<file path="src/hw/rtl/nggp_pkg.sv">
// ----------------------------------------------------------------------------
// nggp_pkg
// Shared types, character codes and constants of the GGA/RMC position parser.
// ----------------------------------------------------------------------------
`default_nettype none

package nggp_pkg;

    localparam int FRAC_DIGITS = 5;
    localparam int INT_DIGITS  = 5;
    localparam logic [16:0] INT_MAX = 17'(10**INT_DIGITS - 1);
    localparam int QUEUE_AW = 2;

    // q = (x * RECIP100) >> 24 is exact for x < 2^17
    localparam logic [17:0] RECIP100 = 18'd167773;
    // minutes scaled by 10^5 to microdegrees is a divide by 6
    localparam logic [24:0] RECIP6   = 25'd22369622;
    localparam logic [19:0] UDEG_PER_DEG = 20'd1000000;
    localparam logic [16:0] MIN_SCALE    = 17'(10**FRAC_DIGITS);

    localparam logic [7:0] CH_CR    = 8'h0D;
    localparam logic [7:0] CH_LF    = 8'h0A;
    localparam logic [7:0] CH_TAB   = 8'h09;
    localparam logic [7:0] CH_VT    = 8'h0B;
    localparam logic [7:0] CH_FF    = 8'h0C;
    localparam logic [7:0] CH_SPACE = 8'h20;
    localparam logic [7:0] CH_COMMA = 8'h2C;
    localparam logic [7:0] CH_PLUS  = 8'h2B;
    localparam logic [7:0] CH_MINUS = 8'h2D;
    localparam logic [7:0] CH_DOT   = 8'h2E;
    localparam logic [7:0] CH_0     = 8'h30;
    localparam logic [7:0] CH_9     = 8'h39;
    localparam logic [7:0] CH_A     = 8'h41;
    localparam logic [7:0] CH_S     = 8'h53;
    localparam logic [7:0] CH_W     = 8'h57;

    localparam logic       KIND_GGA = 1'b0;
    localparam logic       KIND_RMC = 1'b1;

    localparam logic [1:0] LOC_CURRENT = 2'd0;
    localparam logic [1:0] LOC_LAST    = 2'd1;
    localparam logic [1:0] LOC_DEFAULT = 2'd2;

    localparam logic [27:0] DEF_LAT_RESET = 28'd29938971;
    localparam logic [28:0] DEF_LON_RESET = 29'd77564498;

    localparam logic       REG_DEF_LAT = 1'b0;
    localparam logic       REG_DEF_LON = 1'b1;

    // header k: 0 $GPGGA, 1 $GNGGA, 2 $GPRMC, 3 $GNRMC
    function automatic logic [7:0] hdr_char(input logic [1:0] k, input logic [2:0] pos);
        logic [7:0] c;
        case (pos)
            3'd0:    c = 8'h24;
            3'd1:    c = 8'h47;
            3'd2:    c = k[0] ? 8'h4E : 8'h50;
            3'd3:    c = k[1] ? 8'h52 : 8'h47;
            3'd4:    c = k[1] ? 8'h4D : 8'h47;
            3'd5:    c = k[1] ? 8'h43 : 8'h41;
            default: c = 8'h00;
        endcase
        return c;
    endfunction

    // 10^(FRAC_DIGITS - n)
    function automatic logic [16:0] frac_scale(input logic [2:0] n);
        logic [16:0] s;
        s = 17'd1;
        for (int i = 0; i < FRAC_DIGITS; i++) begin
            if (i >= int'(n)) s = 17'(s * 17'd10);
        end
        return s;
    endfunction

    // one finished sentence, handed from front to back; lane 0 lat, lane 1 lon
    typedef struct packed {
        logic              kind;
        logic              qual_ok;
        logic              digits_ok;
        logic              status_a;
        logic [20:0]       time_digits;
        logic [20:0]       date_digits;
        logic [1:0]        present;
        logic [1:0]        flip;
        logic [1:0]        neg;
        logic [1:0][16:0]  ip;
        logic [1:0][16:0]  frac;
        logic [1:0][2:0]   fdc;
    } t_sent;

endpackage

`default_nettype wire

</file>
<file path="src/hw/rtl/nggp_queue.sv">
// ----------------------------------------------------------------------------
// nggp_queue
// Small FIFO of sentence records between the parser and the update engine.
// ----------------------------------------------------------------------------
`default_nettype none

module nggp_queue import nggp_pkg::*; #(
    parameter int AW = QUEUE_AW
) (
    input  wire logic  i_clk,
    input  wire logic  i_rst_n,
    input  wire logic  i_push,
    input  t_sent      i_data,
    output logic       o_full,
    input  wire logic  i_pop,
    output t_sent      o_data,
    output logic       o_empty
);

    localparam int DEPTH = 2**AW;

    t_sent         r_mem [DEPTH];
    logic [AW:0]   r_wr;
    logic [AW:0]   r_rd;

    assign o_empty = (r_wr == r_rd);
    assign o_full  = (r_wr[AW-1:0] == r_rd[AW-1:0]) && (r_wr[AW] != r_rd[AW]);
    assign o_data  = r_mem[r_rd[AW-1:0]];

    always_ff @(posedge i_clk) begin
        if (i_push && !o_full) r_mem[r_wr[AW-1:0]] <= i_data;
    end

    always_ff @(posedge i_clk) begin
        if (!i_rst_n) begin
            r_wr <= '0;
            r_rd <= '0;
        end else begin
            if (i_push && !o_full) r_wr <= r_wr + 1'b1;
            if (i_pop && !o_empty) r_rd <= r_rd + 1'b1;
        end
    end

endmodule

`default_nettype wire

</file>
<file path="config.mk">
export PLATFORM = sky130hd
export DESIGN_NAME = nggp_queue
export DESIGN_NICKNAME = d
export VERILOG_FILES = /design/src/hw/rtl/nggp_pkg.sv /design/src/hw/rtl/nggp_queue.sv
export SDC_FILE = /design/constraint.sdc
export NUM_CORES = 1
export LEC_CHECK = 0
export BUFFER_PORTS_ARGS = -buffer_cell sky130_fd_sc_hd__buf_2
export CORE_MARGIN = 2
export CORE_UTILIZATION = 30
export CTS_CLUSTER_SIZE = 28
export DETAILED_ROUTE_END_ITERATION = 7
export PLACE_DENSITY = 0.48
export SLEW_MARGIN = 25
export SYNTH_ARGS = -nofsm -noshare
export SYNTH_HDL_FRONTEND = slang
export SYNTH_SLANG_ARGS = --single-unit
</file>
<file path="constraint.sdc">
create_clock -name i_clk -period 21.1 [get_ports i_clk]
set_clock_uncertainty 0.05 [all_clocks]
set_input_delay 2.11 -clock i_clk [delete_from_list [all_inputs] [get_ports i_clk]]
set_output_delay 2.11 -clock i_clk [all_outputs]
set_load 0.005 [all_outputs]
</file>
# After elaboration in Yosys (flattened, before gate mapping)
# Memory sizes are Yosys's and may differ from the RTL's. A register that Yosys moved wholly into a read port is not among the register bits.
# Cells that the tools add are included.
# word_totals
out_inout_bits	128
elab_cells	17
ff_bits	6
in_bits	130
memories	1
ram_bits	504
# op_classes
add_sub_neg	2
n_eq_ne	3
n_reduce_logical	5
muxes	4
# mem_list
memory	words	word_bits	read_ports	rd_ports_with_merged_regs	wr	line	text
r_mem	4	126	1	1	1	nggp_queue.sv:22	t_sent r_mem [DEPTH];
# ops
operator	count
3-bit by 1-bit adder with 3-bit output, second input constant	2
2-bit 2-to-1 mux	2
3-bit equality test	1
1-bit logical AND	3
2-bit equality test	1
1-bit logical NOT	2
1-bit 2-to-1 mux	2
1-bit != test	1

# Depth between registers and ports, before layout
# logic_depth
ltp_word	6
depth_mapped	5
depth_no_buf	4

# Least setup slack after synthesis
# No wires, ideal clock.
# synth_path
path_kind	in2reg
startpoint	input port i_push
endpoint	memory r_mem[3][0] (netlist bit), enable pin
setup_ps	612
path_slack_ps	13011
path_stages	2
t_arrival_ps	7427
path_cell_list	nand2_1 > nor2_1
# synth_via
elab_chain_len	3
# synth_rtl
element	line	text
start, declared	nggp_queue.sv:12	input wire logic i_push,
1-bit logical AND	nggp_queue.sv:31	if (i_push && !o_full) r_mem[r_wr[AW-1:0]] <= i_data;
1-bit 2-to-1 mux	nggp_queue.sv:31	
1-bit 2-to-1 mux (not written as such)	nggp_queue.sv:31	
end, declared	nggp_queue.sv:22	
# No other way between the ends.

==> out/results.ini <==
[cells_and_area]
multi_input_area_um2=3230
layout.nets=1158
final_common_cell=edfxtp_1
drive_gt1_share_pct=45.0
nFillCells=5723
seqCellArea_um2=15300
area_delta_synth_final_pct=21.8
final_cell_mix=504 x edfxtp_1, 257 x buf_2, 126 x mux4_2, 56 x clkbuf_16, 15 x clkinv_1

[place]
portBuffers=257
gp_congestion=0.689
post-place-ws_ns=15.78
hpwlAfterDp_mm=22.6

[synthesis]
ys_seq_elements=512
synthCells=726
synth_cell_types=29
yosysWarnings=0
syn_nets=861
synth_seq_area_share_pct=81.7
syn_area_per_cell_um2=25.8
syn_area_um2=18700

[power]
p_sw_w=0.000736
power_frac_comb_pct=19.9
p_leak_nw=7.49
p_per_area_nw_per_um2=126
p_sw_share_pct=25.7
vdd_drop_max_mv=0.0696
power_frac_clock_pct=33.1
p_int_w=0.00213
seqPwrFrac_pct=47.0

[grt]
use_met1_pct=15.2
grt_pass1_vias=9199
grt.overflow.total=0
grt_pass1_wl_mm=57.6
use_met3_pct=4.18
grt_max_degree=58
busiest_layer=met2
track_usage_pct=12.0
antenna_found_initial=11
met2_usage_pct=19.5

[drt]
drt-initial-drc-count=460
drc=0
drt-pass1-iter-count=4
drtAntennaViolNets=0
wl_mm=39.1
via_per_inst=4.46
wl_per_cell_um=20.5
vias=8495

[critical_path]
path_common_cell=buf_4
worstPathCellList=buf_4 > buf_4 > mux4_2 > buf_2
cp_top_family=buffers and inverters
reg2reg_depth=4
slowest_delay_ns=0.72
cp.required_ns=18.94
cpMaxStageDelayCell=dfxtp_4
arrival_ns=3.59
rr_endpoint=r_mem[3][125]
crit_buf_inv=3
critPathCaptureType=output pin
r2r_slack_ns=18.03
reg2reg_from=r_wr[0]
worstPathMaxFanout=37
crit_type=register to output pin
start_kind=register

[sta]
maxSlewViolCount=0
max_clock_freq_mhz=174
rsz0062_at_grt=false
tns_ns=0
worst_slack_ns=15.35
worst_pin_slew_ns=0.948
hold_violations=0
max_slew_margin_pct=36.8
setup_viol=0
timing.final.crit_share_pct=27.2
post-route-min-period_ns=5.75

[floorplan]
core-area_um2=61700
io_pins=258
start_util_pct=30.3
die_y_um=254
die_width_um=254
rows=91
dieArea_um2=64400

[clock_tree]
clk_latency_ns=0.59
cts_tree=built
root_buffer=clkbuf_16
clkTransAtPathRegs_ns=0.06
cts_max_level=2
cts_sinks=512
cts_setup_buffers=0
cts_resized=0
cts_hold_buf=0
cts_buffers=55
clk_path_buf_depth=3

[status]
status=finished, final reports clean

[min_path]
worstHoldStart=r_wr[2]
min_path_cells=2
worstHoldEndpoint=r_wr[2]
hold_class=register to register

[run]
cap_viol_max_count=0

registers in the layout (all words and copies together), names as in the netlist, named ones only:
| name | flops |
|---|---|
| r_rd | 3 |
| r_mem | 504 |
| r_wr | 3 |
metrics by stage:
| step | utilization, % | instances | area (um2) | total power (W) | hold WS [ns] |
|---|---|---|---|---|---|
| after global placement | 34.0 | 1803 | 21000 | 0.00196 | 0.485 |
| after detailed placement | 34.0 | 1803 | 21000 | 0.00196 | 0.503 |
| after CTS | 36.9 | 1904 | 22800 | 0.00292 | 0.514 |
| after floorplan | - | 726 | 18700 | 0.00171 | 0.451 |
| final | 36.9 | 1906 | 22800 | 0.00286 | 0.514 |
| after global routing | 36.9 | 1904 | 22800 | 0.00300 | 0.556 |
Yosys cell counts:
cell type / n / area, um2
and2_1: 4 / 25.0
nand3_1: 3 / 15.0
nor3_1: 4 / 20.0
nand4_1: 2 / 12.5
inv_1: 5 / 18.8
xor2_1: 3 / 26.3
and3_2: 1 / 7.51
a31oi_1: 2 / 12.5
buf_6: 6 / 67.6
a41oi_1: 2 / 17.5
xnor2_1: 3 / 26.3
o31a_1: 1 / 8.76
clkbuf_4: 1 / 7.51
ha_1: 5 / 62.6
nand2_1: 3 / 11.3
a21oi_1: 2 / 10.0
a211o_1: 4 / 35.0
nand3b_1: 4 / 30.0
mux4_2: 126 / 2840
o21ai_0: 4 / 20.0
buf_1: 2 / 7.51
o211ai_1: 2 / 15.0
nor2_1: 2 / 7.51
clkbuf_1: 6 / 22.5
edfxtp_1: 504 / 15100
dfxtp_1: 8 / 160
buf_2: 15 / 75.1
or4_1: 1 / 7.51
a211oi_1: 1 / 7.51
worst max-delay path by stage:
stage,start,end,depth (start not counted)
2_1_floorplan,i_push,r_mem[3][0],2
3_3_place_gp,register,o_data[42],4
3_5_place_dp,register,o_data[41],4
4_1_cts,register,o_data[41],4
5_1_grt,register,o_data[41],4
6_report,register,o_data[41],4
worst reg2reg max path: cells and delay by family (launching register included):
kind,cells,cell delay (ns)
xor+xnor,1,0.50
buf+inv,1,0.77
flops,1,0.49
simple gates,2,0.75
kinds of logic after synthesis:
logic type               Yosys count  share of synthesized area, %
flip-flops                       512                          81.7
buffers and inverters             35                          1.06
XOR/XNOR                           6                         0.281
multiplexers                     126                          15.2
adder cells (fa/ha/maj)            5                         0.334
AO/OA/AOI/OAI                     18                         0.675
AND/OR/NAND/NOR                   24                         0.729
per-layer routing:
layer  wire length [um]  up-vias  share of wire, %
li1                   -     3754                 -
met5                101        -              0.26
met2              18800      212                48
met4                799       16               2.0
met3               2910       75               7.5
met1              16500     4438                42
power by group through the flow:
| stage | combinational [W] | clock, W | sequential (W) |
|---|---|---|---|
| 2_1_floorplan | 0.000353 | 0 | 0.00136 |
| 3_3_place_gp | 0.000592 | 0 | 0.00137 |
| 3_5_place_dp | 0.000591 | 0 | 0.00137 |
| 4_1_cts | 0.000593 | 0.000982 | 0.00135 |
| 5_1_grt | 0.000623 | 0.00102 | 0.00136 |
| 6_report | 0.000568 | 0.000948 | 0.00135 |
final cells by class:
cell class / count / share of cell area (%)
antenna: 2 / 0.0220
clock buffer: 65 / 6.30
clock inverter: 36 / 1.59
inverter: 5 / 0.0824
multi-input combinational: 179 / 14.2
sequential: 512 / 67.2
tap: 837 / 4.60
timing repair buffer: 270 / 6.07
(Power assumes the default switching activity.)
