<file path="src/hw/rtl/nggp_pkg.sv">
// ----------------------------------------------------------------------------
// nggp_pkg
// Shared types, character codes and constants of the GGA/RMC position parser.
// ----------------------------------------------------------------------------
`default_nettype none

package nggp_pkg;

    localparam int FRAC_DIGITS = 5;
    localparam int INT_DIGITS  = 5;
    localparam logic [16:0] INT_MAX = 17'(10**INT_DIGITS - 1);
    localparam int QUEUE_AW = 2;

    // q = (x * RECIP100) >> 24 is exact for x < 2^17
    localparam logic [17:0] RECIP100 = 18'd167773;
    // minutes scaled by 10^5 to microdegrees is a divide by 6
    localparam logic [24:0] RECIP6   = 25'd22369622;
    localparam logic [19:0] UDEG_PER_DEG = 20'd1000000;
    localparam logic [16:0] MIN_SCALE    = 17'(10**FRAC_DIGITS);

    localparam logic [7:0] CH_CR    = 8'h0D;
    localparam logic [7:0] CH_LF    = 8'h0A;
    localparam logic [7:0] CH_TAB   = 8'h09;
    localparam logic [7:0] CH_VT    = 8'h0B;
    localparam logic [7:0] CH_FF    = 8'h0C;
    localparam logic [7:0] CH_SPACE = 8'h20;
    localparam logic [7:0] CH_COMMA = 8'h2C;
    localparam logic [7:0] CH_PLUS  = 8'h2B;
    localparam logic [7:0] CH_MINUS = 8'h2D;
    localparam logic [7:0] CH_DOT   = 8'h2E;
    localparam logic [7:0] CH_0     = 8'h30;
    localparam logic [7:0] CH_9     = 8'h39;
    localparam logic [7:0] CH_A     = 8'h41;
    localparam logic [7:0] CH_S     = 8'h53;
    localparam logic [7:0] CH_W     = 8'h57;

    localparam logic       KIND_GGA = 1'b0;
    localparam logic       KIND_RMC = 1'b1;

    localparam logic [1:0] LOC_CURRENT = 2'd0;
    localparam logic [1:0] LOC_LAST    = 2'd1;
    localparam logic [1:0] LOC_DEFAULT = 2'd2;

    localparam logic [27:0] DEF_LAT_RESET = 28'd29938971;
    localparam logic [28:0] DEF_LON_RESET = 29'd77564498;

    localparam logic       REG_DEF_LAT = 1'b0;
    localparam logic       REG_DEF_LON = 1'b1;

    // header k: 0 $GPGGA, 1 $GNGGA, 2 $GPRMC, 3 $GNRMC
    function automatic logic [7:0] hdr_char(input logic [1:0] k, input logic [2:0] pos);
        logic [7:0] c;
        case (pos)
            3'd0:    c = 8'h24;
            3'd1:    c = 8'h47;
            3'd2:    c = k[0] ? 8'h4E : 8'h50;
            3'd3:    c = k[1] ? 8'h52 : 8'h47;
            3'd4:    c = k[1] ? 8'h4D : 8'h47;
            3'd5:    c = k[1] ? 8'h43 : 8'h41;
            default: c = 8'h00;
        endcase
        return c;
    endfunction

    // 10^(FRAC_DIGITS - n)
    function automatic logic [16:0] frac_scale(input logic [2:0] n);
        logic [16:0] s;
        s = 17'd1;
        for (int i = 0; i < FRAC_DIGITS; i++) begin
            if (i >= int'(n)) s = 17'(s * 17'd10);
        end
        return s;
    endfunction

    // one finished sentence, handed from front to back; lane 0 lat, lane 1 lon
    typedef struct packed {
        logic              kind;
        logic              qual_ok;
        logic              digits_ok;
        logic              status_a;
        logic [20:0]       time_digits;
        logic [20:0]       date_digits;
        logic [1:0]        present;
        logic [1:0]        flip;
        logic [1:0]        neg;
        logic [1:0][16:0]  ip;
        logic [1:0][16:0]  frac;
        logic [1:0][2:0]   fdc;
    } t_sent;

endpackage

`default_nettype wire

</file>
<file path="src/hw/rtl/nggp_back.sv">
// ----------------------------------------------------------------------------
// nggp_back
// Update engine: converts DDMM.MMMMM to microdegrees over four steps, updates
// fix, time and date state and loads the result register.
// ----------------------------------------------------------------------------
`default_nettype none

module nggp_back import nggp_pkg::*; (
    input  wire logic               i_clk,
    input  wire logic               i_rst_n,
    input  t_sent                   i_rec,
    input  wire logic               i_rec_valid,
    output logic                    o_rec_pop,
    input  wire logic signed [27:0] i_def_lat,
    input  wire logic signed [28:0] i_def_lon,
    input  wire logic               i_pop,
    output logic                    o_empty,
    output logic                    o_sentence_kind,
    output logic                    o_fix_valid,
    output logic                    o_time_valid,
    output logic [6:0]              o_hour,
    output logic [6:0]              o_minute,
    output logic [6:0]              o_second,
    output logic [6:0]              o_day,
    output logic [6:0]              o_month,
    output logic [11:0]             o_year,
    output logic [1:0]              o_location_status,
    output logic signed [30:0]      o_latitude_udeg,
    output logic signed [30:0]      o_longitude_udeg
);

    typedef enum logic [2:0] {
        S_IDLE, S_DIV100, S_MINS, S_DIV6, S_SUM, S_COMMIT
    } t_state;

    t_state                  r_state;
    t_sent                   r_rec;
    logic [1:0][9:0]         r_q;
    logic [1:0][16:0]        r_fs;
    logic [1:0][23:0]        r_mins;
    logic [1:0][20:0]        r_m6;
    logic [1:0][30:0]        r_pos;
    logic [1:0][30:0]        r_cur;
    logic                    r_fix;
    logic                    r_last;
    logic                    r_tv;
    logic [20:0]             r_time;
    logic [25:0]             r_date;
    logic                    r_out_valid;

    logic                    n_fix;
    logic                    n_last;
    logic                    n_tv;
    logic [20:0]             n_time;
    logic [25:0]             n_date;
    logic [1:0][30:0]        n_cur;
    logic [1:0]              n_loc;
    logic [1:0][30:0]        n_loc_pos;
    logic [6:0]              v_yy;
    logic                    w_slot_free;
    logic                    w_commit;

    assign w_slot_free = !r_out_valid || i_pop;
    assign w_commit    = (r_state == S_COMMIT) && w_slot_free;
    assign o_rec_pop   = (r_state == S_IDLE) && i_rec_valid;
    assign o_empty     = !r_out_valid;

    // state update taken at commit
    always_comb begin
        n_fix  = r_fix;
        n_last = r_last;
        n_tv   = r_tv;
        n_time = r_time;
        n_date = r_date;
        n_cur  = r_cur;
        v_yy   = r_rec.date_digits[20:14];
        if (r_rec.kind == KIND_GGA) begin
            if (r_rec.qual_ok) begin
                if (r_rec.digits_ok) begin
                    n_time = r_rec.time_digits;
                    n_tv   = 1'b1;
                end
                if (&r_rec.present) begin
                    n_cur  = r_pos;
                    n_fix  = 1'b1;
                    n_last = 1'b1;
                end
            end else begin
                n_fix = 1'b0;
            end
        end else if (r_rec.status_a && r_rec.digits_ok) begin
            n_date = {(v_yy < 7'd80) ? 12'd2000 + 12'(v_yy) : 12'd1900 + 12'(v_yy),
                      r_rec.date_digits[13:0]};
        end
        if (n_fix) begin
            n_loc     = LOC_CURRENT;
            n_loc_pos = n_cur;
        end else if (n_last) begin
            n_loc     = LOC_LAST;
            n_loc_pos = n_cur;
        end else begin
            n_loc        = LOC_DEFAULT;
            n_loc_pos[0] = {{3{i_def_lat[27]}}, i_def_lat};
            n_loc_pos[1] = {{2{i_def_lon[28]}}, i_def_lon};
        end
    end

    always_ff @(posedge i_clk) begin
        logic [34:0] v_p100;
        logic [16:0] v_rem;
        logic [48:0] v_p6;
        logic [30:0] v_mag;
        if (!i_rst_n) begin
            r_state     <= S_IDLE;
            r_out_valid <= 1'b0;
            r_fix       <= 1'b0;
            r_last      <= 1'b0;
            r_tv        <= 1'b0;
            r_time      <= '0;
            r_date      <= '0;
            r_cur       <= '0;
        end else begin
            // a commit in the same cycle refills the slot
            if (i_pop && r_out_valid && !w_commit) r_out_valid <= 1'b0;
            case (r_state)
                S_IDLE: begin
                    if (i_rec_valid) begin
                        r_rec   <= i_rec;
                        r_state <= S_DIV100;
                    end
                end
                S_DIV100: begin
                    for (int i = 0; i < 2; i++) begin
                        v_p100  = 35'(r_rec.ip[i]) * 35'(RECIP100);
                        r_q[i]  <= v_p100[33:24];
                        r_fs[i] <= 17'(r_rec.frac[i] * frac_scale(r_rec.fdc[i]));
                    end
                    r_state <= S_MINS;
                end
                S_MINS: begin
                    for (int i = 0; i < 2; i++) begin
                        v_rem     = r_rec.ip[i] - 17'(r_q[i]) * 17'd100;
                        r_mins[i] <= 24'(v_rem[6:0]) * 24'(MIN_SCALE) + 24'(r_fs[i]);
                    end
                    r_state <= S_DIV6;
                end
                S_DIV6: begin
                    for (int i = 0; i < 2; i++) begin
                        v_p6    = 49'(r_mins[i]) * 49'(RECIP6);
                        r_m6[i] <= v_p6[47:27];
                    end
                    r_state <= S_SUM;
                end
                S_SUM: begin
                    for (int i = 0; i < 2; i++) begin
                        v_mag = 31'(r_q[i]) * 31'(UDEG_PER_DEG) + 31'(r_m6[i]);
                        r_pos[i] <= (r_rec.neg[i] ^ r_rec.flip[i]) ? -v_mag : v_mag;
                    end
                    r_state <= S_COMMIT;
                end
                S_COMMIT: begin
                    if (w_slot_free) begin
                        r_fix             <= n_fix;
                        r_last            <= n_last;
                        r_tv              <= n_tv;
                        r_time            <= n_time;
                        r_date            <= n_date;
                        r_cur             <= n_cur;
                        r_out_valid       <= 1'b1;
                        o_sentence_kind   <= r_rec.kind;
                        o_fix_valid       <= n_fix;
                        o_time_valid      <= n_tv;
                        o_hour            <= n_time[6:0];
                        o_minute          <= n_time[13:7];
                        o_second          <= n_time[20:14];
                        o_day             <= n_date[6:0];
                        o_month           <= n_date[13:7];
                        o_year            <= n_date[25:14];
                        o_location_status <= n_loc;
                        o_latitude_udeg   <= n_loc_pos[0];
                        o_longitude_udeg  <= n_loc_pos[1];
                        r_state           <= S_IDLE;
                    end
                end
                default: r_state <= S_IDLE;
            endcase
        end
    end

endmodule

`default_nettype wire

</file>
<file path="config.mk">
export PLATFORM = sky130hd
export DESIGN_NAME = nggp_back
export DESIGN_NICKNAME = d
export VERILOG_FILES = /design/src/hw/rtl/nggp_pkg.sv /design/src/hw/rtl/nggp_back.sv
export SDC_FILE = /design/constraint.sdc
export NUM_CORES = 2
export LEC_CHECK = 0
export ABC_AREA = 1
export BUFFER_PORTS_ARGS = -buffer_cell sky130_fd_sc_hd__buf_4
export CAP_MARGIN = 30
export CORE_MARGIN = 5
export CORE_UTILIZATION = 50
export CTS_CLUSTER_DIAMETER = 200
export DETAILED_ROUTE_END_ITERATION = 6
export GPL_ROUTABILITY_DRIVEN = 0
export PLACE_DENSITY = 0.65
export SLEW_MARGIN = 25
export SYNTH_ARGS = -nofsm -noshare
export SYNTH_HDL_FRONTEND = slang
export SYNTH_SLANG_ARGS = --single-unit
</file>
<file path="constraint.sdc">
create_clock -name i_clk -period 22.9 [get_ports i_clk]
set_input_delay 1.145 -clock i_clk [delete_from_list [all_inputs] [get_ports i_clk]]
set_output_delay 1.145 -clock i_clk [all_outputs]
set_load 0.05 [all_outputs]
</file>
Word level (Yosys, flattened, before mapping)
Index checks and enable logic that the tools add are counted.
Widths: inputs -> output; s select.
{"block": "totals", "mem_count": 0, "mem_bits_ro": 0, "latch_bits": 0, "inputBits": 187, "ff_bits": 562, "ramBits": 0}
{"block": "op_classes", "addsub": 10, "n_bitwise": 2, "eq_ne": 7, "n_div": 0, "shifts": 0, "magnitude_cmp": 11, "multipliers": 20, "reduce_logical": 18, "muxes": 59}
{"cell": "$mux 17", "n": 28}
{"cell": "$mux 62", "n": 5}
{"cell": "$mul 17x3->16 const B", "n": 8}
{"cell": "$mul 24x24->47 const B", "n": 2}
{"cell": "$mul 17x18->34 const B", "n": 2}
{"cell": "$mux 21", "n": 3}
{"cell": "$add 30x21->31", "n": 2}
{"cell": "$mux 31", "n": 2}
{"cell": "$neg 31->31", "n": 2}
{"cell": "$mux 26", "n": 2}
{"cell": "$add 24x17->24", "n": 2}
{"cell": "$mul 10x14->24 const B", "n": 2}
{"cell": "$mul 7x12->19 const B", "n": 2}
{"cell": "$mul 17x17->17", "n": 2}
{"cell": "$add 11x7->12 const A", "n": 2}
{"cell": "$mul 10x5->5 const B", "n": 2}
{"cell": "$pmux 3 s6", "n": 1}
{"cell": "$reduce_and 2->1", "n": 7}
{"cell": "$sub 7x7->7", "n": 2}
{"cell": "$ge 1x3->1 const A", "n": 4}
{"cell": "$ge 2x3->1 const A", "n": 4}
{"cell": "$mux 1", "n": 12}
{"cell": "$mux 12", "n": 1}
{"cell": "$mux 4", "n": 2}
{"cell": "14 further kinds", "n": 26}

Depth between registers and ports, before layout
{"block": "depth", "ltp_word": 21, "depth_mapped": 59, "depth_no_buf": 58}

Least setup slack after synthesis
No wires, ideal clock.
{"block": "synth_path", "kind": "input -> register", "startpoint": "in i_rst_n", "endpoint": "reg r_rec[0] in the netlist's numbering (enable)", "n_path_buf": 1, "path_stages": 3, "required_ps": 22135, "slack_ps": 12177, "arrival_time_ps": 9958, "cell_sequence": "inv_2 > buf_1 > nor3_1"}
{"block": "synth_between", "elab_chain_len": 1}
{"item": "start, declared", "line": "nggp_back.sv:10", "source": "input wire logic i_rst_n,"}
{"item": "$reduce_and 3->1 (no source line)"}
{"item": "end signal, assigned", "line": "nggp_back.sv:128", "source": "r_rec <= i_rec;"}
{"item": "end, declared", "line": "nggp_back.sv:37", "source": "t_sent r_rec;"}
Every way passes these cells.
A chain may end at the register's enable or synchronous reset.

Worst setup path after layout
{"block": "layout_path", "startpoint": "reg r_rec[5] in the netlist's numbering", "endpoint": "reg r_fs[33] in the netlist's numbering, data pin"}
{"block": "layout_between", "elab_chain_len": 21, "elab_cells_between_ends": 25}
{"item": "$ge 1x3->1", "line": "nggp_pkg.sv:70", "source": "if (i >= int'(n)) s = 17'(s * 17'd10);"}
{"item": "$mux 4", "line": "nggp_pkg.sv:70"}
{"item": "$mux 17", "line": "nggp_back.sv:125", "source": "case (r_state)"}
{"item": "$mux 17", "line": "nggp_back.sv:113", "source": "if (!i_rst_n) begin"}
{"item": "$mul 17x3->16", "line": "nggp_pkg.sv:70"}
{"item": "$mux 17", "line": "nggp_pkg.sv:70"}
{"item": "$mux 17", "line": "nggp_back.sv:125"}
{"item": "$mux 17", "line": "nggp_back.sv:113"}
{"item": "[... 5 more ...]"}
{"item": "$mux 17", "line": "nggp_pkg.sv:70"}
{"item": "$mux 17", "line": "nggp_back.sv:125"}
{"item": "$mux 17", "line": "nggp_back.sv:113"}
{"item": "$mul 17x3->16", "line": "nggp_pkg.sv:70"}
{"item": "$mux 17 (*)", "line": "nggp_pkg.sv:70"}
{"item": "$mux 17 (*)", "line": "nggp_back.sv:125"}
{"item": "$mux 17 (*)", "line": "nggp_back.sv:113"}
{"item": "$mul 17x17->17 (*)", "line": "nggp_back.sv:136", "source": "r_fs[i] <= 17'(r_rec.frac[i] * frac_scale(r_rec.fdc[i]));"}
{"item": "end signal, assigned by index", "line": "nggp_back.sv:136"}
{"item": "end, declared", "line": "nggp_back.sv:39", "source": "logic [1:0][16:0] r_fs;"}
Every way passes the cells marked *; elsewhere a longest branch is shown, timed or not. The select of a mux whose other input is x is not followed.

==> flow_summary_export.csv <==
group,metric,value,unit
grt,grt_pass1_wl,296000,um
run_status,status,"finished clean",
floorplanning,ios,303,
critical_path,cp_common_cell,"inv_1",
critical_path,worstSetupEndpointType,"flip-flop",
place,dp_hpwl,152000,um
finish,regArea,15700,um2
finish,antenna_cells,0,
yosys,ys_ff_latch,562,
finish,finalNetCount,11042,
finish,final_cells,10729,
yosys,ys_warn_count,0,
floorplanning,dieArea,159000,um2
finish,drive_above_1_share,5.95,%
routing,ant_nets,0,
timing,final_hold_viol_count,0,
routing,drt_pass1_iterations,5,
timing,finalCritPeriodShare,42.6,%
routing,vias,55210,
clock_tree,cts_sinks,562,
yosys,synth_cells,8360,
clock_tree,cts_setup_buffers,0,
routing,drc,0,
grt,grt_pass1_vias,57143,
routing,drt-wirelength-per-cell,16.8,um
critical_path,max_stage_delay,0.55,ns
floorplanning,die_h,398,um
yosys,synth.distinct_cells,61,
critical_path,rrSetupSlack,13.14,ns
timing,min_period,9.76,ns
yosys,synth_top_cell_area_share,24.4,%
yosys,seq_area_frac_synth,20.9,%
clock_tree,cts-root-buf,"clkbuf_16",
yosys,synth_nets,10747,
yosys,yosysTopAreaCell,"fa_1",
finish,multi_input_area,51800,um2
yosys,synth_edf_count,446,
clock_tree,htree_levels,3,
routing,first_iter_violations,3104,
clock_tree,clockBufferDepth,3,
timing,finalSetupViolCount,0,
floorplanning,floorplan.rows,142,
critical_path,crit_fanout,11,
routing,viasPerCell,5.15,
critical_path,path_class,"reg -> reg",
critical_path,startpoint_type,"flip-flop",
routing,routed_wirelength,180000,um
timing,clock.fmax,102,MHz
timing,tightest_slew,0.863,ns
timing,worst_slew_margin_rel,42.5,%
clock_tree,ctsHoldBuffers,0,
floorplanning,core_region_area,150000,um2
critical_path,cpMaxStageDelayCell,"edfxtp_1",
min_path,hold_path.class,"reg -> reg",
grt,antenna_found_initial,1,
finish,area_growth,9.62,%
yosys,synth_flop_cell,"edfxtp_1",
timing,whs,0.421,ns
floorplanning,die_width,398,um
clock_tree,cts-resized-gates,0,
grt,grt_max_degree,77,
grt,grt.overflow.total,0,
timing,slew_viol_final,0,
yosys,async_flop_share,0,%
yosys,ys_top_cells_by_count,"inv_1, ha_1, nand2_1, fa_1, nor2_1",
floorplanning,initial_core_util,50.3,%
clock_tree,cts.clk_slew.worst_paths,0.06,ns
critical_path,required,23.33,ns
grt,globalRouteTotalUtil,23.0,%
yosys,syn_area,75300,um2
timing,final.setup.tns,0,ns
yosys,syn_area_per_cell,9.01,um2
clock_tree,numCtsBuffers,70,
yosys,synth.most_common_cell,"inv_1",
yosys,synthTopCellsByArea,"fa_1, ha_1, edfxtp_1",
place,dpl.cell_count,10599,
place,io_buffers,302,
critical_path,arrival,10.19,ns
clock_tree,clk_latency,0.71,ns
finish,fillerInstances,13364,
timing,rsz0062_at_grt,"false",
finish,utilization,55.1,%
job,maxCapViolCount,0,
clock_tree,tritoncts,"yes",
timing,fin_skew,0.0731,ns
[metrics by stage]
step | area [um2] | setup WS, ns
5_1_grt | 82600 | 12.34
4_1_cts | 82600 | 13.17
6_report | 82600 | 13.14
3_5_place_dp | 80000 | 13.21
2_1_floorplan | 75300 | 12.18
3_3_place_gp | 80000 | 13.36
[cell families (layout without fill, tap and decap cells)]
kind of cell / Yosys count / count (layout) / synth area share, %
DFF: 562 / 562 / 20.9
buffers and inverters: 2099 / 2452 / 10.5
and+or+nand+nor: 2293 / 2293 / 12.5
adders and majority gates: 2200 / 2200 / 45.7
AOI/OAI and AO/OA: 889 / 889 / 6.68
xor gates and xnor gates: 317 / 317 / 3.76
[per-layer routing]
layer	vias up	track usage (%)	wire length [um]
li1	27013	-	-
met1	26506	31.5	80400
met4	2	5.35	4490
met2	1442	38.5	84000
met3	247	3.56	11000
met5	-	0	13
[worst paths after layout]
check	from	to	depth (start not counted)
max	r_rec[5]	r_fs[33]	48
max reg2reg	r_rec[5]	r_fs[33]	48
min	r_fs[3]	r_mins[3]	0
min reg2reg	r_fs[3]	r_mins[3]	0
[cells in the final DEF, fill, tap and decap left out, types with 7 or more instances in the layout]
cell | Yosys | final
o21a_1 | 25 | 25
clkbuf_1 | 85 | 12
inv_2 | 11 | 10
xnor2_1 | 93 | 93
ha_1 | 1282 | 1282
buf_4 | 1 | 326
edfxtp_1 | 446 | 446
nand4_1 | 60 | 60
nand2_1 | 1167 | 1167
o2111ai_1 | 7 | 7
fa_1 | 918 | 918
o211ai_1 | 9 | 9
a21o_1 | 15 | 15
a21boi_0 | 10 | 10
inv_1 | 1978 | 1978
xor2_1 | 219 | 219
or2_2 | 13 | 13
nor3_1 | 47 | 46
o21ai_0 | 271 | 270
nand2_2 | 7 | 7
clkinv_1 | 7 | 9
nor2_2 | 12 | 13
nor2_1 | 709 | 701
clkbuf_16 | 0 | 72
dfxtp_1 | 116 | 116
clkinv_2 | 0 | 7
nor2_4 | 5 | 12
o21bai_1 | 28 | 28
bufinv_16 | 0 | 14
a211oi_1 | 27 | 27
o31ai_1 | 63 | 63
nor4_1 | 21 | 21
a21oi_1 | 388 | 388
a31oi_1 | 21 | 21
nand3b_1 | 33 | 33
nand3_1 | 200 | 199
[sequential cells by signal, summed over array words and instances, names as in the netlist, 20 cells and up]
signal	flops
r_q	20
r_pos	62
r_fs	34
r_m6	42
o_longitude_udeg	31
r_cur	62
r_date	26
r_mins	48
r_rec	126
o_latitude_udeg	31
r_time	21
[layout make-up]
cell class,instances,share of cell area [%]
multi-input combinational,5699,62.7
clock buffer,88,2.30
inverter,1996,9.08
tap,2016,3.05
timing repair buffer,326,2.96
sequential,562,19.0
clock inverter,42,0.855
[worst max-delay path: cells and delay by family (launching register included)]
kind            cells  cell delay (ns)
flops               1             0.55
compound gates      6             0.88
simple gates       17             2.12
buf+inv            11             0.78
fa+ha+maj          13             5.00
xor+xnor            1             0.17
Power is not shown: default switching activity piles up to over one toggle a cycle in this logic, so the estimate is an artifact.
