$ cat src/hw/rtl/nggp_pkg.sv
// ----------------------------------------------------------------------------
// nggp_pkg
// Shared types, character codes and constants of the GGA/RMC position parser.
// ----------------------------------------------------------------------------
`default_nettype none

package nggp_pkg;

    localparam int FRAC_DIGITS = 5;
    localparam int INT_DIGITS  = 5;
    localparam logic [16:0] INT_MAX = 17'(10**INT_DIGITS - 1);
    localparam int QUEUE_AW = 2;

    // q = (x * RECIP100) >> 24 is exact for x < 2^17
    localparam logic [17:0] RECIP100 = 18'd167773;
    // minutes scaled by 10^5 to microdegrees is a divide by 6
    localparam logic [24:0] RECIP6   = 25'd22369622;
    localparam logic [19:0] UDEG_PER_DEG = 20'd1000000;
    localparam logic [16:0] MIN_SCALE    = 17'(10**FRAC_DIGITS);

    localparam logic [7:0] CH_CR    = 8'h0D;
    localparam logic [7:0] CH_LF    = 8'h0A;
    localparam logic [7:0] CH_TAB   = 8'h09;
    localparam logic [7:0] CH_VT    = 8'h0B;
    localparam logic [7:0] CH_FF    = 8'h0C;
    localparam logic [7:0] CH_SPACE = 8'h20;
    localparam logic [7:0] CH_COMMA = 8'h2C;
    localparam logic [7:0] CH_PLUS  = 8'h2B;
    localparam logic [7:0] CH_MINUS = 8'h2D;
    localparam logic [7:0] CH_DOT   = 8'h2E;
    localparam logic [7:0] CH_0     = 8'h30;
    localparam logic [7:0] CH_9     = 8'h39;
    localparam logic [7:0] CH_A     = 8'h41;
    localparam logic [7:0] CH_S     = 8'h53;
    localparam logic [7:0] CH_W     = 8'h57;

    localparam logic       KIND_GGA = 1'b0;
    localparam logic       KIND_RMC = 1'b1;

    localparam logic [1:0] LOC_CURRENT = 2'd0;
    localparam logic [1:0] LOC_LAST    = 2'd1;
    localparam logic [1:0] LOC_DEFAULT = 2'd2;

    localparam logic [27:0] DEF_LAT_RESET = 28'd29938971;
    localparam logic [28:0] DEF_LON_RESET = 29'd77564498;

    localparam logic       REG_DEF_LAT = 1'b0;
    localparam logic       REG_DEF_LON = 1'b1;

    // header k: 0 $GPGGA, 1 $GNGGA, 2 $GPRMC, 3 $GNRMC
    function automatic logic [7:0] hdr_char(input logic [1:0] k, input logic [2:0] pos);
        logic [7:0] c;
        case (pos)
            3'd0:    c = 8'h24;
            3'd1:    c = 8'h47;
            3'd2:    c = k[0] ? 8'h4E : 8'h50;
            3'd3:    c = k[1] ? 8'h52 : 8'h47;
            3'd4:    c = k[1] ? 8'h4D : 8'h47;
            3'd5:    c = k[1] ? 8'h43 : 8'h41;
            default: c = 8'h00;
        endcase
        return c;
    endfunction

    // 10^(FRAC_DIGITS - n)
    function automatic logic [16:0] frac_scale(input logic [2:0] n);
        logic [16:0] s;
        s = 17'd1;
        for (int i = 0; i < FRAC_DIGITS; i++) begin
            if (i >= int'(n)) s = 17'(s * 17'd10);
        end
        return s;
    endfunction

    // one finished sentence, handed from front to back; lane 0 lat, lane 1 lon
    typedef struct packed {
        logic              kind;
        logic              qual_ok;
        logic              digits_ok;
        logic              status_a;
        logic [20:0]       time_digits;
        logic [20:0]       date_digits;
        logic [1:0]        present;
        logic [1:0]        flip;
        logic [1:0]        neg;
        logic [1:0][16:0]  ip;
        logic [1:0][16:0]  frac;
        logic [1:0][2:0]   fdc;
    } t_sent;

endpackage

`default_nettype wire

$ cat src/hw/rtl/nggp_front.sv
// ----------------------------------------------------------------------------
// nggp_front
// Byte parser: header match, field split, number and digit-pair capture.
// Emits one sentence record per finished GGA or RMC line.
// ----------------------------------------------------------------------------
`default_nettype none

module nggp_front import nggp_pkg::*; (
    input  wire logic        i_clk,
    input  wire logic        i_rst_n,
    input  wire logic        i_accept,
    input  wire logic [7:0]  i_rx_byte,
    output t_sent            o_rec,
    output logic             o_push
);

    typedef struct packed {
        logic [3:0]       hpos;
        logic [3:0]       hmatch;
        logic             nonempty;
        logic [3:0]       fnum;
        logic [3:0]       fcnt;
        logic [16:0]      iacc;
        logic [16:0]      facc;
        logic [2:0]       fdc;
        logic             np_dot;
        logic             np_stop;
        logic             np_neg;
        logic [20:0]      ptime;
        logic [20:0]      pdate;
        logic             pair_open;
        logic             q_digits;
        logic             q_stop;
        logic             q_neg;
        logic             q_nz;
        logic             status_a;
        logic             digits_ok;
        logic [1:0]       present;
        logic [1:0]       flip;
        logic [1:0]       neg;
        logic [1:0][16:0] ip;
        logic [1:0][16:0] frac;
        logic [1:0][2:0]  fdc_l;
    } t_fstate;

    typedef struct packed {
        logic [20:0] pk;
        logic        open;
    } t_pair;

    t_fstate r_st, n_st;

    function automatic t_pair pair_step(input logic [20:0] pk, input logic [3:0] pos,
                                        input logic [7:0] ch, input logic open_in);
        t_pair      res;
        logic [6:0] val;
        logic [1:0] slot;
        logic [7:0] dd;
        logic       isd;
        res.pk   = pk;
        res.open = open_in;
        isd      = (ch >= CH_0) && (ch <= CH_9);
        dd       = ch - CH_0;
        if (pos < 4'd6) begin
            slot = pos[2:1];
            val  = pk[7*slot +: 7];
            if (!pos[0]) begin
                if (isd) begin
                    val      = {3'b000, dd[3:0]};
                    res.open = 1'b1;
                end else begin
                    val      = 7'd0;
                    res.open = 1'b0;
                end
            end else if (open_in && isd) begin
                val = 7'(val * 7'd10 + {3'b000, dd[3:0]});
            end
            res.pk[7*slot +: 7] = val;
        end
        return res;
    endfunction

    always_comb begin
        logic        v_gga;
        logic        v_rmc;
        logic [3:0]  v_f;
        logic [3:0]  v_c;
        logic [7:0]  v_dd;
        logic        v_isd;
        logic [20:0] v_acc;
        logic        v_go;
        logic        v_end;
        logic        v_lane;
        t_pair       v_pair;

        n_st   = r_st;
        o_push = 1'b0;
        o_rec  = '0;
        v_gga  = 1'b0;
        v_rmc  = 1'b0;
        v_f    = r_st.fnum;
        v_c    = r_st.fcnt;
        v_dd   = i_rx_byte - CH_0;
        v_isd  = (i_rx_byte >= CH_0) && (i_rx_byte <= CH_9);
        v_acc  = '0;
        v_go   = 1'b0;
        v_lane = 1'b0;
        v_pair = '0;
        v_end  = i_accept && ((i_rx_byte == CH_COMMA) ||
                 ((i_rx_byte == CH_LF) && r_st.nonempty));

        if (i_accept && (i_rx_byte != CH_CR) && (i_rx_byte != CH_LF)) begin
            if (n_st.hpos == 4'd0) n_st.hmatch = 4'hF;
            if (n_st.hpos < 4'd6) begin
                for (int k = 0; k < 4; k++) begin
                    if (hdr_char(2'(k), n_st.hpos[2:0]) != i_rx_byte) n_st.hmatch[k] = 1'b0;
                end
                n_st.hpos = n_st.hpos + 4'd1;
            end
            n_st.nonempty = 1'b1;
        end

        v_gga = (n_st.hpos >= 4'd6) && (|n_st.hmatch[1:0]);
        v_rmc = (n_st.hpos >= 4'd6) && (|n_st.hmatch[3:2]);

        // body character
        if (i_accept && (i_rx_byte != CH_CR) && (i_rx_byte != CH_LF) &&
            (i_rx_byte != CH_COMMA)) begin
            if (v_gga) begin
                if (v_f == 4'd1) begin
                    v_pair         = pair_step(n_st.ptime, v_c, i_rx_byte, n_st.pair_open);
                    n_st.ptime     = v_pair.pk;
                    n_st.pair_open = v_pair.open;
                end else if ((v_f == 4'd2) || (v_f == 4'd4)) begin
                    if (!n_st.np_stop) begin
                        if ((v_c == 4'd0) &&
                            ((i_rx_byte == CH_PLUS) || (i_rx_byte == CH_MINUS))) begin
                            if (i_rx_byte == CH_MINUS) n_st.np_neg = 1'b1;
                        end else if (v_isd) begin
                            if (!n_st.np_dot) begin
                                v_acc = 21'(n_st.iacc) * 21'd10 + 21'(v_dd[3:0]);
                                n_st.iacc = (v_acc > 21'(INT_MAX)) ? INT_MAX : v_acc[16:0];
                            end else if (n_st.fdc < 3'(FRAC_DIGITS)) begin
                                v_acc     = 21'(n_st.facc) * 21'd10 + 21'(v_dd[3:0]);
                                n_st.facc = v_acc[16:0];
                                n_st.fdc  = n_st.fdc + 3'd1;
                            end
                        end else if ((i_rx_byte == CH_DOT) && !n_st.np_dot) begin
                            n_st.np_dot = 1'b1;
                        end else begin
                            n_st.np_stop = 1'b1;
                        end
                    end
                end else if ((v_f == 4'd3) && (v_c == 4'd0) && (i_rx_byte == CH_S)) begin
                    n_st.flip[0] = 1'b1;
                end else if ((v_f == 4'd5) && (v_c == 4'd0) && (i_rx_byte == CH_W)) begin
                    n_st.flip[1] = 1'b1;
                end else if (v_f == 4'd6) begin
                    if (!n_st.q_stop) begin
                        v_go = 1'b1;
                        if (!n_st.q_digits) begin
                            if ((i_rx_byte == CH_SPACE) || (i_rx_byte == CH_TAB) ||
                                (i_rx_byte == CH_VT) || (i_rx_byte == CH_FF)) begin
                                v_go = 1'b0;
                            end else begin
                                n_st.q_digits = 1'b1;
                                if ((i_rx_byte == CH_PLUS) || (i_rx_byte == CH_MINUS)) begin
                                    v_go = 1'b0;
                                    if (i_rx_byte == CH_MINUS) n_st.q_neg = 1'b1;
                                end
                            end
                        end
                        if (v_go) begin
                            if (v_isd) begin
                                if (i_rx_byte != CH_0) n_st.q_nz = 1'b1;
                            end else begin
                                n_st.q_stop = 1'b1;
                            end
                        end
                    end
                end
            end else if (v_rmc) begin
                if ((v_f == 4'd2) && (v_c == 4'd0) && (i_rx_byte == CH_A)) begin
                    n_st.status_a = 1'b1;
                end else if (v_f == 4'd9) begin
                    v_pair         = pair_step(n_st.pdate, v_c, i_rx_byte, n_st.pair_open);
                    n_st.pdate     = v_pair.pk;
                    n_st.pair_open = v_pair.open;
                end
            end
            if (n_st.fcnt != 4'hF) n_st.fcnt = n_st.fcnt + 4'd1;
        end

        // field end: comma or newline of a nonempty line
        if (v_end) begin
            if (v_gga) begin
                if ((v_f == 4'd1) && (v_c >= 4'd6)) n_st.digits_ok = 1'b1;
                if ((v_f == 4'd2) || (v_f == 4'd4)) begin
                    v_lane = (v_f == 4'd4);
                    if (v_c != 4'd0) n_st.present[v_lane] = 1'b1;
                    n_st.ip[v_lane]    = n_st.iacc;
                    n_st.frac[v_lane]  = n_st.facc;
                    n_st.fdc_l[v_lane] = n_st.fdc;
                    n_st.neg[v_lane]   = n_st.np_neg;
                end
                if ((v_f == 4'd3) && (v_c != 4'd1)) n_st.flip[0] = 1'b0;
                if ((v_f == 4'd5) && (v_c != 4'd1)) n_st.flip[1] = 1'b0;
            end else if (v_rmc) begin
                if ((v_f == 4'd2) && (v_c != 4'd1)) n_st.status_a = 1'b0;
                if ((v_f == 4'd9) && (v_c >= 4'd6)) n_st.digits_ok = 1'b1;
            end
            n_st.fcnt      = 4'd0;
            n_st.iacc      = '0;
            n_st.facc      = '0;
            n_st.fdc       = '0;
            n_st.np_dot    = 1'b0;
            n_st.np_stop   = 1'b0;
            n_st.np_neg    = 1'b0;
            n_st.pair_open = 1'b0;
        end

        if (i_accept && (i_rx_byte == CH_COMMA) && (n_st.fnum != 4'hF)) begin
            n_st.fnum = n_st.fnum + 4'd1;
        end

        if (i_accept && (i_rx_byte == CH_LF) && r_st.nonempty) begin
            o_push            = v_gga || v_rmc;
            o_rec.kind        = v_gga ? KIND_GGA : KIND_RMC;
            o_rec.qual_ok     = n_st.q_nz && !n_st.q_neg;
            o_rec.digits_ok   = n_st.digits_ok;
            o_rec.status_a    = n_st.status_a;
            o_rec.time_digits = n_st.ptime;
            o_rec.date_digits = n_st.pdate;
            o_rec.present     = n_st.present;
            o_rec.flip        = n_st.flip;
            o_rec.neg         = n_st.neg;
            o_rec.ip          = n_st.ip;
            o_rec.frac        = n_st.frac;
            o_rec.fdc         = n_st.fdc_l;
            n_st              = '0;
        end
    end

    always_ff @(posedge i_clk) begin
        if (!i_rst_n) begin
            r_st <= '0;
        end else begin
            r_st <= n_st;
        end
    end

endmodule

`default_nettype wire

$ cat config.mk
export PLATFORM = sky130hd
export DESIGN_NAME = nggp_front
export DESIGN_NICKNAME = d
export VERILOG_FILES = /design/src/hw/rtl/nggp_pkg.sv /design/src/hw/rtl/nggp_front.sv
export SDC_FILE = /design/constraint.sdc
export NUM_CORES = 1
export LEC_CHECK = 0
export ABC_CLOCK_PERIOD_IN_PS = 7400
export BUFFER_PORTS_ARGS = -buffer_cell sky130_fd_sc_hd__buf_2
export CAP_MARGIN = 20
export CORE_MARGIN = 2
export CORE_UTILIZATION = 60
export DETAILED_ROUTE_END_ITERATION = 10
export GPL_TIMING_DRIVEN = 0
export PLACE_DENSITY = 0.81
export SLEW_MARGIN = 20
export SYNTH_ARGS = -nofsm -noshare
export SYNTH_HDL_FRONTEND = slang
export SYNTH_SLANG_ARGS = --single-unit
$ cat constraint.sdc
create_clock -name i_clk -period 7.4 [get_ports i_clk]
set_input_delay 0.74 -clock i_clk [delete_from_list [all_inputs] [get_ports i_clk]]
set_output_delay 0.74 -clock i_clk [all_outputs]
set_load 0.05 [all_outputs]
* Word-level counts from Yosys, hierarchy flattened
Index checks and enable logic that the tools add are counted.
** Storage, ports and cells
- Register bits after elaboration :: 186
- Bits of input ports :: 11
- Output and inout port bits :: 127
- Word-level logic and storage cells :: 288
** Operators by class
- Add/sub/neg operators :: 10
- Multipliers :: 5
- Order comparisons :: 10
- Equal/unequal tests :: 37
- Shifts and indexed selects :: 5
- Mux-type cells :: 128
- Bitwise logic cells :: 10
- Reduce and logical (&&, ||, !) cells :: 54
** Operators with widths (count)
- $mux 126 :: 1
- $mux 40 :: 3
- $mux 22 :: 5
- $mux 7 :: 14
- $mux 88 :: 1
- $pmux 7 s6 :: 2
- $mux 82 :: 1
- $mux 80 :: 1
- $mux 76 :: 1
- $mux 8 :: 9
- $bwmux 34 :: 2
- $shiftx 7x34->21 :: 2
- $mux 61 :: 1
- $pmux 7 s4 :: 2
- $mux 17 :: 3
- $mux 1 :: 50
- $bwmux 21 :: 2
- $mux 21 :: 2
- $shiftx 21x6->7 :: 2
- $eq 8x6->1 const B :: 5
- $mux 20 :: 2
- $mux 39 :: 1
- $mux 37 :: 1
- $mux 4 :: 9
- other kinds (60) :: 137

* Depth between registers and ports, before layout
Gate-level depths: netlist of run 1.
- Word-level depth :: 28
- Depth in mapped cells :: 18
- Gate-level depth less buffers :: 16

* Worst setup path after synthesis of run 1
OpenSTA, ideal clock, no wires.
- Kind :: register to output
- From :: register r_st[171] in the netlist's numbering
- To :: output port o_rec[86] in the netlist's numbering
- Arrival time :: 4.353 ns
- Required time :: 6.660 ns
- Slack :: 2.307 ns
- Cell stages (with the launch flop) :: 19
- Path buffers :: 2
- Cell sequence :: dfxtp_1 buf_1 clkbuf_1 mux2i_1 nor2_1 a21oi_1 inv_1 ha_1 ha_1 inv_1 fa_1 nor3b_1 xor2_1 xnor2_1 nor2_1 a211oi_1 nor2b_1 mux2i_1 nor2_1
** RTL lines
- from (decl) :: RTL line nggp_front.sv:51 : t_fstate r_st, n_st;
- from (signal assigned) :: RTL line nggp_front.sv:248 : r_st <= n_st;
- to (decl) :: RTL line nggp_front.sv:13 : output t_sent o_rec,

==> results of run 1 <==
## tightest hold or removal path: cells and delay by family, from the launching register on
family / cells / cell delay, ns
compound gates: 1 / 0.04
flops: 1 / 0.33
simple gates: 1 / 0.07
## report_power, final
| group | leakage [nW] | switching, mW | internal, mW |
|---|---|---|---|
| clock network | 0.302 | 0.428 | 0.529 |
| registers | 1.50 | 0.00528 | 1.00 |
| logic | 4.15 | 0.107 | 0.0433 |
| total | 5.95 | 0.540 | 1.58 |
## per-stage QoR
stage | utilization | instances | setup WS (ns) | instance area, um^2 | hold WS [ns]
floorplan | - | 1555 | 2.307 | 12570 | 0.4367
global placement | 0.6671 | 1961 | 1.701 | 13590 | 0.4489
detailed placement | 0.6671 | 1961 | 1.638 | 13590 | 0.4631
CTS | 0.6970 | 1993 | 1.351 | 14190 | 0.4788
global route | 0.6970 | 1993 | 0.9311 | 14190 | 0.5009
finish | 0.6970 | 1993 | 1.287 | 14190 | 0.4774
## cells by family (layout without fill, tap and decap cells)
| logic type | after synthesis | in the layout | share of synthesized area |
|---|---|---|---|
| flops | 186 | 186 | 0.2963 |
| buf+inv | 121 | 289 | 0.04092 |
| compound gates | 322 | 322 | 0.1790 |
| simple gates | 655 | 655 | 0.2482 |
| xor+xnor | 78 | 78 | 0.05436 |
| fa+ha+maj | 107 | 107 | 0.1113 |
| mux | 86 | 86 | 0.06989 |
## worst paths after layout
kind | from | to | slack [ns] | depth (start not counted)
max | r_st[171]$_SDFFE_PP0P_ | o_rec[107] | 1.29 | 19
min | r_st[85]$_SDFFE_PP0P_ | r_st[85]$_SDFFE_PP0P_ | 0.48 | 2
max reg2reg | r_st[171]$_SDFFE_PP0P_ | r_st[114]$_SDFF_PP0_ | 2.58 | 18
min reg2reg | r_st[85]$_SDFFE_PP0P_ | r_st[85]$_SDFFE_PP0P_ | 0.48 | 2
## cell type report
class	instances	area [um^2]	share of cell area
clock inverters	12	151.4	0.01067
plain buffers	83	371.6	0.02618
repair buffers	136	680.7	0.04795
multi-input cells	1248	8329	0.5868
well taps	270	337.8	0.02380
flip-flops and latches	186	3724	0.2623
inverters	38	142.6	0.01005
clock buffers	20	456.7	0.03218
## cell usage after synthesis, types with 28 or more instances
cell type and number:
sky130_fd_sc_hd__a211oi_1 43, sky130_fd_sc_hd__a21oi_1 65, sky130_fd_sc_hd__and2_1 45, sky130_fd_sc_hd__clkbuf_1 59, sky130_fd_sc_hd__dfxtp_1 186, sky130_fd_sc_hd__ha_1 99
sky130_fd_sc_hd__inv_1 37, sky130_fd_sc_hd__mux2i_1 72, sky130_fd_sc_hd__nand2_1 98, sky130_fd_sc_hd__nand3_1 28, sky130_fd_sc_hd__nor2_1 322, sky130_fd_sc_hd__nor3_1 29
sky130_fd_sc_hd__o21a_1 39, sky130_fd_sc_hd__o21ai_0 41, sky130_fd_sc_hd__xnor2_1 48, sky130_fd_sc_hd__xor2_1 30
## routing by layer
metal | share of wire | vias to the layer above | GRT usage
met5 | 0 | - | 0
met3 | 0.077 | 94 | 0.04141
met2 | 0.47 | 532 | 0.5343
met4 | 0.033 | 0 | 0.1233
met1 | 0.42 | 5654 | 0.4181
li1 | - | 5778 | -
==> results.md, run 1 <==
- Run status: finished, final reports clean
- Warnings, synthesis: 0
- Clock transition at the register clock pins on the worst setup and hold paths after CTS: 0.08 ns
- Lkg Pwr: 5.951 nW
- Fin Clk Skew: 0.01671 ns
- Data arrival time of the worst path: 5.37 ns
- Slew margin rel.: 0.3824
- Total negative slack for setup checks: 0 ns
- Tot GR Track Use: 0.3183
- Global placer's final weighted congestion: 0.9393
- Remaining Overflow, GRT: 0
- Final period util: 0.8261
- Final HPWL from detailed placement: 26.99 mm
- PnR Total Power: 2.116 mW
- Critical Path, Cell by Cell: buf_1 -> clkbuf_1 -> mux2i_1 -> nor2_1 -> a21oi_1 -> inv_1 -> ha_1 -> ha_1 -> inv_1 -> fa_1 -> nor3b_1 -> xor2_1 -> xnor2_1 -> o211a_1 -> inv_1 -> nor2_1 -> mux2i_1 -> nor2_1 -> buf_2
- Worst setup EP type: output port
- Filler instances: 1651
- Count of unresolved DRC violations after routing: 0
- Number of antenna repair diodes: 0
- Unrepaired setup endpoints after global routing: no
- Number of clock buffers inserted by TritonCTS: 17
- TritonCTS clock tree: built
- Post-synthesis sequential area ratio: 0.2963
- Commonest non-fill, non-tap cells in the layout: 322 x sky130_fd_sc_hd__nor2_1, 186 x sky130_fd_sc_hd__dfxtp_1, 151 x sky130_fd_sc_hd__buf_2
- Most common cell after layout, fill and taps aside: sky130_fd_sc_hd__nor2_1
- Fraction of layout cells with a size suffix above 1: 0.1364
- Insertion delay to the later sink of the worst-skew pair: 0.44 ns
- WP buf/inv: 6
- Number of violations reported at the end of detailed-routing iteration 0: 1047
- Tightest Hold Check Type: reg -> reg
- Aggregate routed wire length: 35.33 mm
- IR Drop Worst-Case VDD: 0.0001692 V
- Leading cell types by total area after synthesis: sky130_fd_sc_hd__dfxtp_1 30%, sky130_fd_sc_hd__ha_1 9.9%, sky130_fd_sc_hd__nor2_1 9.6%, sky130_fd_sc_hd__mux2i_1 5.7%, sky130_fd_sc_hd__xnor2_1 3.3%
- Max reg flops: 186
- Slew at the pin closest to its max-slew limit: 0.9188 ns
- Largest area contributor in the synthesized netlist: sky130_fd_sc_hd__dfxtp_1
- Max-slew violation total from the final report: 0
- Largest registers: r_st: 186 flops
- Number of global-route vias before repair: 11170
- Synth Flop Type: sky130_fd_sc_hd__dfxtp_1
- Delay of the slowest cell on the worst path: 0.63 ns
- Height of the die: 148.7 um
- First-pass iteration count of the detailed router: 5
- Post-Synthesis Net Count: 1673
- Time the worst path needs with I/O delays and setup: 6.113 ns
- Maximum number of pins on one net before global-route repair: 18
- Final count of hold timing violations: 0
- Worst-case clock buffer depth: 2
- Wire length per cell after detailed routing: 17.72 um
- Total number of placement rows: 52
- Count of nets left with antenna violations after detail routing: 0
- Final net count: 1828
- Post-detailed-route via-to-cell ratio: 6.050
- Number of distinct library cell variants in the gate-level netlist after synthesis: 89
- Register ranked first by flip-flop count: r_st
- Buffer cell driving the clock tree root: sky130_fd_sc_hd__clkbuf_16
- Crit-path max FO: 10
- Number of standard cells after synthesis: 1555
- Routed vias: 12060
- Yosys top cell area share: 0.2963
- Synthesis-to-layout area growth: 12.94%
- Number of levels in the clock H-tree: 4
- Number of maximum-capacitance constraint violations: 0
- Library cell contributing the largest single delay on the critical path: sky130_fd_sc_hd__buf_1
- Number of synthesized register bits: 186
- Areal power density over the cells: 149.1 nW/um^2
- Syn Area/Cell: 8.082 um^2
- Input/output buffers: 136
- Kind of cell with the highest combined delay on the critical path: buffers and inverters
- Floorplan die area: 22120 um^2
- Antenna violations before repair: 0
- Netlist area before placement: 12570 um^2
- Wire length of the first global-routing pass: 56.33 mm
- Fraction of registers with async set/reset: 0
- I/O pins: 138
- Crit Path Class: reg -> out
- Core Region: 20360 um^2
- Post-CTS Resized: 0
- Worst Path Required: 6.66 ns
- Startpoint type of the worst setup path: register
- Setup violation total in the final timing report: 0
- Clock sinks: 186
- Initial Utilization: 0.6171
- Die Width: 148.7 um
- Maximum frequency from static timing analysis: 0.1636 GHz
- Count of hold buffers inserted by post-cts repair: 0
- EDFF count, synth: 0
- Setup Buffers After CTS: 0
No activity file was read; power rests on OpenSTA's default activity.
==> run 2, diff against run 1 <==
--- a/config.mk
+++ b/config.mk
@@ -5,14 +5,14 @@
 export SDC_FILE = /design/constraint.sdc
 export NUM_CORES = 1
 export LEC_CHECK = 0
-export ABC_CLOCK_PERIOD_IN_PS = 7400
+export ABC_CLOCK_PERIOD_IN_PS = 5180
 export BUFFER_PORTS_ARGS = -buffer_cell sky130_fd_sc_hd__buf_2
 export CAP_MARGIN = 20
 export CORE_MARGIN = 2
-export CORE_UTILIZATION = 60
+export CORE_UTILIZATION = 54
 export DETAILED_ROUTE_END_ITERATION = 10
 export GPL_TIMING_DRIVEN = 0
-export PLACE_DENSITY = 0.81
+export PLACE_DENSITY = 0.77
 export SLEW_MARGIN = 20
 export SYNTH_ARGS = -nofsm -noshare
 export SYNTH_HDL_FRONTEND = slang
==> constraint.sdc (replaced) <==
create_clock -name i_clk -period 5.18 [get_ports i_clk]
set_input_delay 0.518 -clock i_clk [delete_from_list [all_inputs] [get_ports i_clk]]
set_output_delay 0.518 -clock i_clk [all_outputs]
set_load 0.05 [all_outputs]
==> run 2 against run 1 <==
Net effect:
- clock power grew 38%
- critical endpoint is now o_rec[121]
- critical path depth shrank 3
- highest routed layer unchanged
- first-iteration DRC count grew 12%
- flip-flop and latch count is the same
- die area grew 11%
- combinational power grew 51%
- wire length grew 2.9%
- hold slack gained 0.0012 ns
- via count shrank 0.27%
==> results.md, run 2 (synthesis results as in run 1) <==
- Run status: finished, final reports clean
- Fraction of layout cells with a size suffix above 1: 0.1578 (+0.02141)
- Number of levels in the clock H-tree: 4 (unchanged)
- Lkg Pwr: 6.090 nW (+2.3%)
- Number of maximum-capacitance constraint violations: 0 (unchanged)
- Aggregate routed wire length: 36.33 mm (+2.9%)
- Slew at the pin closest to its max-slew limit: 0.7624 ns (-0.1564 ns)
- Die Width: 156.6 um (+5.3%)
- IR Drop Worst-Case VDD: 0.0002010 V (+19%)
- Clock sinks: 186 (unchanged)
- Placed Instance Area: 13600 um^2 (+0.14%)
- Wire length of the first global-routing pass: 57.44 mm (+2.0%)
- Max reg flops: 186 (unchanged)
- Time the worst path needs with I/O delays and setup: 4.977 ns
- Wire length per cell after detailed routing: 18.02 um (+1.7%)
- Maximum frequency from static timing analysis: 0.2009 GHz
- Insertion delay to the later sink of the worst-skew pair: 0.45 ns (about the same)
- Count of nets left with antenna violations after detail routing: 0 (unchanged)
- Tot GR Track Use: 0.2935 (-0.02480)
- Data arrival time of the worst path: 4.46 ns (-0.91 ns)
- Crit Path Class: reg -> out
- Worst-case clock buffer depth: 2 (unchanged)
- Count of hold buffers inserted by post-cts repair: 0 (unchanged)
- Final period util: 0.9607
- Kind of cell with the highest combined delay on the critical path: compound AO/OA/AOI/OAI gates
- Met1 Resource Use GR: 0.3877 (-0.03037)
- Areal power density over the cells: 207.0 nW/um^2 (+39%)
- Largest registers: r_st: 186 flops
- WP buf/inv: 5 (-1)
- Number of clock buffers inserted by TritonCTS: 17 (unchanged)
- Final count of hold timing violations: 0 (unchanged)
- Max-slew violation total from the final report: 0 (unchanged)
- Critical Path, Cell by Cell: clkbuf_4 -> inv_1 -> ha_1 -> nor2b_1 -> a211oi_2 -> mux2_1 -> o31ai_2 -> a21oi_2 -> o22ai_4 -> buf_4 -> nand2_4 -> or4_1 -> buf_2 -> a22oi_1 -> nor2_1 -> buf_2
- CP dominant cell by count: sky130_fd_sc_hd__buf_2
- Register ranked first by flip-flop count: r_st
- Worst Path Required: 4.66 ns (-2.00 ns)
- Total number of placement rows: 55 (+5.8%)
- Number of global-route vias before repair: 11160 (-0.045%)
- Buffer cell driving the clock tree root: sky130_fd_sc_hd__clkbuf_16
- Final worst-path setup slack: 0.2034 ns (-1.083 ns)
- Count of unresolved DRC violations after routing: 0 (unchanged)
- Routed vias: 12030 (-0.27%)
- Unrepaired setup endpoints after global routing: no
- First-pass iteration count of the detailed router: 6 (+1)
- Synthesis-to-layout area growth: 14.95%
- Pre-CTS setup slack: -0.2981 ns (-1.936 ns)
- Delay of the slowest cell on the worst path: 0.51 ns (-0.12 ns)
- Global placer's final weighted congestion: 0.9366 (-0.29%)
- Setup violation total in the final timing report: 0 (unchanged)
- Input/output buffers: 136 (unchanged)
- Top Usage Layer GRT: met2
- Floorplan die area: 24510 um^2 (+11%)
- Crit-path max FO: 10 (unchanged)
- Clock transition at the register clock pins on the worst setup and hold paths after CTS: 0.07 ns (about the same)
- Number of violations reported at the end of detailed-routing iteration 0: 1173 (+12%)
- Core Region: 22710 um^2 (+12%)
- Most common cell after layout, fill and taps aside: sky130_fd_sc_hd__nor2_1
- Height of the die: 156.6 um (+5.3%)
- Final net count: 1835 (+0.38%)
- Antenna violations before repair: 1 (+1)
- Remaining Overflow, GRT: 0 (unchanged)
- Post-detailed-route via-to-cell ratio: 5.965 (-1.4%)
- I/O pins: 138 (unchanged)
- Startpoint type of the worst setup path: register
- Global-route track usage on met2: 0.4902 (-0.04401)
- Tightest Hold Check Type: reg -> reg
- Fin Clk Skew: 0.01717 ns (+0.0004557 ns)
- Final Instance Area: 14450 um^2 (+1.8%)
- Met3 usage in global routing: 0.05262 (+0.01121)
- Worst setup EP type: output port
- Maximum number of pins on one net before global-route repair: 19 (+1)
- Slew margin rel.: 0.4878 (+0.1054)
- TritonCTS clock tree: built
- Library cell contributing the largest single delay on the critical path: sky130_fd_sc_hd__or4_1
- Commonest non-fill, non-tap cells in the layout: 322 x sky130_fd_sc_hd__nor2_1, 182 x sky130_fd_sc_hd__dfxtp_1, 145 x sky130_fd_sc_hd__buf_2
- Final HPWL from detailed placement: 27.48 mm (+1.8%)
- Initial Utilization: 0.5534 (-0.06372)
[run 2: cell count changes in the layout (fill, tap and decap cells not counted), moves of 3 or more]
cell | previous run | this run
sky130_fd_sc_hd__dfxtp_1 | 186 | 182
sky130_fd_sc_hd__clkbuf_4 | 0 | 5
sky130_fd_sc_hd__mux2i_1 | 72 | 66
sky130_fd_sc_hd__clkbuf_2 | 0 | 3
sky130_fd_sc_hd__buf_6 | 5 | 8
sky130_fd_sc_hd__mux2i_2 | 0 | 6
sky130_fd_sc_hd__clkbuf_1 | 60 | 49
sky130_fd_sc_hd__dfxtp_2 | 0 | 3
sky130_fd_sc_hd__buf_4 | 1 | 13
sky130_fd_sc_hd__buf_2 | 151 | 145
[run 2: final timing paths]
check	startpoint	to	slack, ns	cells after the start
max	r_st[183]$_SDFF_PP0_	o_rec[121]	0.20	16
min	r_st[83]$_SDFF_PP0_	r_st[83]$_SDFF_PP0_	0.48	2
min reg2reg	r_st[83]$_SDFF_PP0_	r_st[83]$_SDFF_PP0_	0.48	2
max reg2reg	r_st[153]$_SDFF_PP0_	r_st[156]$_SDFF_PP0_	0.64	13
[run 2: timing repair]
| action | 4_1_cts | 5_1_grt |
|---|---|---|
| buffers inserted | 7 | 3 |
| endpoints found under the setup margin | 85 | 104 |
| gates resized for setup | 15 | 41 |
| pin swaps | 4 | 3 |
[run 2: worst reg2reg max path: cells and delay by family, from the launching register on]
kind            cells  cell delay (ns)
fa+ha+maj           3             0.97
flops               1             0.42
buf+inv             1             0.08
simple gates        6             1.88
mux                 1             0.41
compound gates      2             0.68
[run 2: through the flow]
step	std cells	power [mW]	setup TNS [ns]	util	hold WS, ns
floorplan	1555	1.614	0	-	0.4367
CTS	2013	2.973	0	0.6285	0.4786
global placement	1976	1.680	-0.6957	0.5991	0.4507
detailed placement	1976	1.683	-1.390	0.5991	0.4630
finish	2016	2.991	0	0.6361	0.4787
global route	2015	3.072	0	0.6360	0.4884
[run 2: routing by layer]
metal,wire [um],part of all wire,vias to the layer above
li1,-,-,5784
met4,742,0.020,0
met1,16160,0.44,5722
met2,16790,0.46,459
met5,0,0,-
met3,2636,0.073,61
[run 2: area by class of cell]
cell class              count  area (um^2)
well taps                 285        356.6
diodes                      1        2.502
repair buffers            146        775.7
flip-flops and latches    186         3731
clock inverters            12        121.4
clock buffers              20        466.7
fillers                  1957         8263
multi-input cells        1248         8448
plain buffers              80        401.6
inverters                  38        142.6
[run 2: report_power, final]
group | switching (mW) | internal (mW)
Sequential | 0.00802 | 1.43
Clock | 0.645 | 0.679
Combinational | 0.157 | 0.0684
